[config.mk]
export PLATFORM = sky130hd
export DESIGN_NAME = pmpt_lane
export DESIGN_NICKNAME = d
export VERILOG_FILES = /design/src/rtl/pmpt_pkg.sv /design/src/rtl/pmpt_lane.sv
export SDC_FILE = /design/constraint.sdc
export NUM_CORES = 2
export LEC_CHECK = 0
export BUFFER_PORTS_ARGS = -buffer_cell sky130_fd_sc_hd__buf_4
export CAP_MARGIN = 10
export CORE_MARGIN = 2
export CORE_UTILIZATION = 40
export DETAILED_ROUTE_END_ITERATION = 8
export GPL_TIMING_DRIVEN = 1
export PLACE_DENSITY_LB_ADDON = 0.08
export REMOVE_ABC_BUFFERS = 1
export SLEW_MARGIN = 20
export SYNTH_ARGS = -nofsm -noshare
export SYNTH_HDL_FRONTEND = slang
export SYNTH_SLANG_ARGS = --single-unit
export TNS_END_PERCENT = 50
[constraint.sdc]
create_clock -name clk -period 7.16 [get_ports clk]
set_input_delay 0.716 -clock clk [delete_from_list [all_inputs] [get_ports clk]]
set_output_delay 0.716 -clock clk [all_outputs]
set_load 0.02 [all_outputs]
[src/rtl/pmpt_pkg.sv]
// ----------------------------------------------------------------------------
// pmpt_pkg
// Shared types and codes of the polygon mask point test: vertex format,
// request and register codes, and the stage enables handed to the edge lanes.
// ----------------------------------------------------------------------------
package pmpt_pkg;

	// vertex coordinates are signed fixed point of a fixed width
	localparam int VTX_W = 24;
	localparam int CFG_IDX_W = 2;
	localparam int CFG_DATA_W = 16;
	localparam int COUNT_W = 5;
	localparam int VIDX_W = 4;

	typedef enum logic [0:0] {
		REQ_LOAD  = 1'b0,
		REQ_PIXEL = 1'b1
	} req_type_t;

	typedef enum logic [CFG_IDX_W-1:0] {
		CFG_VERTEX_COUNT = 2'd0,
		CFG_ORIGIN_U     = 2'd1,
		CFG_ORIGIN_V     = 2'd2
	} cfg_reg_t;

	typedef struct packed {
		logic signed [VTX_W-1:0] u;
		logic signed [VTX_W-1:0] v;
	} vtx_t;

	// load enables of the lane pipeline stages
	typedef struct packed {
		logic en2;
		logic en3;
		logic en4;
	} pipe_en_t;

endpackage

[src/rtl/pmpt_lane.sv]
// ----------------------------------------------------------------------------
// pmpt_lane
// One polygon edge of the crossing test: differences, exact
// cross-multiplication and the signed compare, over three register stages.
// ----------------------------------------------------------------------------
module pmpt_lane import pmpt_pkg::*; #(
	parameter int PX_W = 26
) (
	input  logic                   clk,
	input  pipe_en_t               en,
	input  logic                   active,
	input  vtx_t                   vi,
	input  vtx_t                   vj,
	input  logic signed [PX_W-1:0] px,
	input  logic signed [PX_W-1:0] py,
	output logic                   cross_s4
);

	localparam int DX_W   = ((PX_W > VTX_W) ? PX_W : VTX_W) + 1;
	localparam int D_W    = VTX_W + 1;
	localparam int PROD_W = DX_W + D_W;

	logic signed [DX_W-1:0]   dx_s2;
	logic signed [DX_W-1:0]   dy_s2;
	logic signed [D_W-1:0]    d_s2;
	logic signed [D_W-1:0]    e_s2;
	logic                     hit_s2;
	logic signed [PROD_W-1:0] lhs_s3;
	logic signed [PROD_W-1:0] rhs_s3;
	logic                     pos_s3;
	logic                     hit_s3;
	logic                     vi_above;
	logic                     vj_above;

	// edge straddles the ray row
	assign vi_above = DX_W'(vi.v) > DX_W'(py);
	assign vj_above = DX_W'(vj.v) > DX_W'(py);

	// stage 2: differences
	always_ff @(posedge clk) begin
		if (en.en2) begin
			dx_s2  <= DX_W'(px) - DX_W'(vi.u);
			dy_s2  <= DX_W'(py) - DX_W'(vi.v);
			d_s2   <= D_W'(vj.v) - D_W'(vi.v);
			e_s2   <= D_W'(vj.u) - D_W'(vi.u);
			hit_s2 <= active && (vi_above != vj_above);
		end
	end

	// stage 3: both products
	always_ff @(posedge clk) begin
		if (en.en3) begin
			lhs_s3 <= dx_s2 * d_s2;
			rhs_s3 <= e_s2 * dy_s2;
			pos_s3 <= !d_s2[D_W-1] && (d_s2 != '0);
			hit_s3 <= hit_s2;
		end
	end

	// stage 4: strict compare, direction follows the sign of the row difference
	always_ff @(posedge clk) begin
		if (en.en4) begin
			cross_s4 <= hit_s3 && (pos_s3 ? (lhs_s3 < rhs_s3) : (lhs_s3 > rhs_s3));
		end
	end

endmodule

Word level (Yosys, flattened, before mapping)
Index checks and enable logic that the tools add are counted.
Storage, ports and cells
  register bits after elaboration: 212
  input port bits: 153
  logic and storage cells: 27
  output and inout port bits: 1
Operators by class
  reductions and logical operators: 5
  add/subtract/negate cells: 4
  muxes and demuxes: 1
  eq/ne operators: 1
  multiply operators: 2
  order comparisons: 4
Operator list (count)
  subtractor 26 x 24 -> 27 bit: 2
  greater-than comparator 24 x 26 -> 1 bit: 2
  greater-than comparator 52 bit: 1
  < comparator 52 bit: 1
  multiplier 25 x 27 -> 52 bit: 1
  multiplier 27 x 25 -> 52 bit: 1
  subtractor 24 x 24 -> 25 bit: 2
  nonzero test 25 bit: 1
  logical AND 1 bit: 3
  zero test 1 bit: 1
  2-to-1 mux 1 bit: 1
  != test 1 bit: 1

Logic depth before layout (Yosys ltp)
  depth after elaboration: 3
  gate-level depth with buffers: 28
  gate-level depth less buffers: 26

Worst setup path before layout
Ideal clock, no wire load.
  path kind: register to register
  start: reg d_s2[4]
  end: reg lhs_s3[50] (data pin)
  path buffers: 2
  setup slack: -0.052 ns
  cell stages (with the launch flop): 27
  setup time: 0.265 ns
  data arrival time: 6.946 ns
  cells stage by stage: edfxtp_1 > clkbuf_1 > buf_1 > nand2_1 > fa_1 > inv_1 > fa_1 > inv_1 > fa_1 > fa_1 > inv_1 > fa_1 > fa_1 > inv_1 > fa_1 > inv_1 > ha_1 > a21o_1 > a21o_1 > a21o_1 > a22o_1 > a311o_1 > and2_1 > a41oi_2 > o31ai_1 > nor4b_1 > or3_1
Between the ends
  longest elaborated chain between the ends: 1
RTL lines
  from (decl): RTL line pmpt_lane.sv:25  | logic signed [D_W-1:0] d_s2;
  from (signal assigned): RTL line pmpt_lane.sv:44  | d_s2 <= D_W'(vj.v) - D_W'(vi.v);
  multiplier 27 x 25 -> 52 bit: RTL line pmpt_lane.sv:53  | lhs_s3 <= dx_s2 * d_s2;
  to (signal assigned): RTL line pmpt_lane.sv:53
  to (decl): RTL line pmpt_lane.sv:28  | logic signed [PROD_W-1:0] lhs_s3;
No other way between the ends.
A chain may end at the register's enable or synchronous reset.

Worst setup path after layout
  start: reg e_s2[2]
  end: reg rhs_s3[50] (data pin)
Between the ends
  longest elaborated chain between the ends: 1
RTL lines
  from (decl): RTL line pmpt_lane.sv:26  | logic signed [D_W-1:0] e_s2;
  from (signal assigned): RTL line pmpt_lane.sv:45  | e_s2 <= D_W'(vj.u) - D_W'(vi.u);
  multiplier 25 x 27 -> 52 bit: RTL line pmpt_lane.sv:54  | rhs_s3 <= e_s2 * dy_s2;
  to (signal assigned): RTL line pmpt_lane.sv:54
  to (decl): RTL line pmpt_lane.sv:29  | logic signed [PROD_W-1:0] rhs_s3;
No other way between the ends.

==> flow_summary.ini <==
[final_layout]
mostFrequentLayoutCell = inv_1
syn_to_final_growth_pct = 18.0
final_cell_mix = 1491 x inv_1, 1366 x fa_1, 711 x nand2_1
nets = 9002
drive_gt1_share_pct = 15.3

[synthesis]
synth_edf_count = 212
yosysSeqAreaShare_pct = 10.4
synth_ff_type = edfxtp_1
post-synth-top-area-fraction_pct = 46.0
synth_top_area_cell = fa_1
ys_ff_latch = 212
synth_area_sq_um = 61500
syn_inst = 6390
netlist_top_cells_area = fa_1 46%, edfxtp_1 10%, ha_1 9.5%, inv_1 9.2%, and2_1 6.8%
syn-mean-instance-area_sq_um = 9.62
yosysWarnings = 0
synth_cell_types = 69
async_flop_share_pct = 0

[sta]
period_needed_ps = 7300
finalSetupViolations = 8
timing.hold.ws_ps = 291
max-slew-margin-rel_pct = 25.8
rsz0062_at_grt = true
hold_viol_final = 0
worst_pin_slew_ps = 1100
setup_slack_ps = -142
fmax_mhz = 137
skew_ps = 36.9
setup_tns_ps = -681
period_share_pct = 102
finalMaxSlewViolations = 0

[drt]
wl_met2_um = 89400
drc = 0
drtPass1Iterations = 5
route.met3.wl_um = 6600
wl_per_cell_um = 19.9
routed_wirelength_um = 179000
drtIter0Drc = 2285
ant_nets = 0
viasPerCell = 4.95
num_vias = 44700
wl_met1_um = 79600
route.top_layer_used = met5

[clock_tree]
tritoncts = yes
cts_buffer_depth = 3
cts_made_buffers = 30
h-tree-depth = 1
numClockSinks = 212
cts_root_buf = clkbuf_16
path_clk_slew_ps = 60
clk_latency_ps = 620

[place]
finalWeightedCongestion = 0.937
port_buffers = 153
dp_hpwl_um = 154000

[grt]
antenna_found_initial = 10
first_global_vias = 49000
overflow = 0
grtUsageTotal_pct = 23.5
grt_pass1_wl_um = 283000
grt_max_degree = 61

[min_path]
hold_path_class = input pin to flip-flop
hp-start = en[0]

[outcome]
outcome = complete, but fails checks
violations = negative setup slack

[worst_setup_path]
crit_type = flip-flop to flip-flop
cp.required_ps = 7490
crit-reg2reg-launch = e_s2[2]
critical_path.max_fanout = 5
cp_data_arrival_time_ps = 7630
rrSetupSlack_ps = -140
startpoint = e_s2[2]
cp-end-kind = flip-flop
cp-start-kind = flip-flop

[floorplan]
fp.dieH_um = 396
dieArea_sq_um = 157000
core_sq_um = 152000
rows = 143
die_x_um = 396
initial_utilization_pct = 40.4
io_pins = 154

[run]
maxCapViolations = 0
-- what timing repair did --
| action | 4_1_cts | 5_1_grt |
|---|---|---|
| pin swaps | 79 | 176 |
| gates resized for setup | 84 | 203 |
| endpoints found under the setup margin | 25 | 36 |
| hold buffers | 0 | 0 |
| cloned | 3 | 10 |
| setup buffers | 23 | 47 |
-- Yosys cell counts (all sizes together) (6+ instances only) --
library cell,n
a211oi,19
and2,667
o21a,33
clkbuf,233
nand2b,41
xor2,49
nor3,28
or3,8
and3,21
a21boi,11
edfxtp,212
o311ai,6
nand3,41
nor4,8
ha,469
a211o,8
inv,1513
o31ai,6
nand2,718
a41oi,6
o21ai,94
nor2b,53
xnor2,145
o2111ai,6
o211ai,9
a31oi,12
or2,6
buf,14
nand4,25
a41o,6
o21bai,30
fa,1412
a31o,7
o22ai,6
nor2,130
a21oi,174
a21o,107
-- state kept, by name, indices dropped and copies added (netlist names) --
name	cells
lhs_s3	52
rhs_s3	52
dx_s2	27
dy_s2	27
d_s2	25
e_s2	25
cross_s4	1
hit_s2	1
hit_s3	1
pos_s3	1
-- area by class of cell --
cell class	count	area, sq um
clock buffers	35	791
multi-input cells	4418	49700
fillers	14600	79700
clock inverters	20	145
diodes	2	5.00
flip-flops and latches	212	6370
repair buffers	793	7380
well taps	2030	2540
inverters	1513	5680
-- worst paths after layout --
check | end | cells after the start
worst max-delay path | rhs_s3[50] | 25
worst min-delay path | cross_s4 | 1
worst max register to register | rhs_s3[50] | 25
worst min register to register | hit_s3 | 0
-- through the flow --
stage / worst slack (ps) / std cells / instance area, sq um / util (%)
6_report: -142 / 9023 / 72600 / 47.7
5_1_grt: -339 / 9021 / 72600 / 47.6
3_3_place_gp: -397 / 8896 / 69700 / 45.8
4_1_cts: -175 / 8969 / 71200 / 46.7
3_5_place_dp: -388 / 8896 / 69700 / 45.8
2_1_floorplan: 18.9 / 6143 / 60600 / -
-- worst max-delay path, cell delays in order (launching register included) --
cell and delay (ps):
edfxtp_1 460, buf_6 170, clkbuf_16 150, and2_4 140, fa_1 510, fa_1 550, inv_1 50, fa_2 340
fa_1 520, fa_1 560, inv_2 40, fa_1 500, inv_1 50, fa_1 510, inv_2 50, ha_4 200
a21o_1 160, a221o_1 350, a211o_1 340, a311oi_2 310, and2_4 230, a211oi_4 80, a211oi_4 280, o21a_2 230
o41ai_2 70, xor2_1 150
-- routing by layer --
layer  GRT usage, %  vias up
met1           32.2    23400
met5              0        -
met4           4.28        6
met3           1.76      158
met2           41.0      820
li1               -    20300
-- cells by family after synthesis --
group / synth area share (%)
AND/OR/NAND/NOR: 14.4
XOR/XNOR: 2.76
AO/OA/AOI/OAI: 6.14
flip-flops: 10.4
buffers and inverters: 10.7
multiplexers: 0.0834
adder cells (fa/ha/maj): 55.5
Power is left out: the tool's default activity adds up to more than one toggle a clock period on the data nets, which glitch-free logic cannot reach.
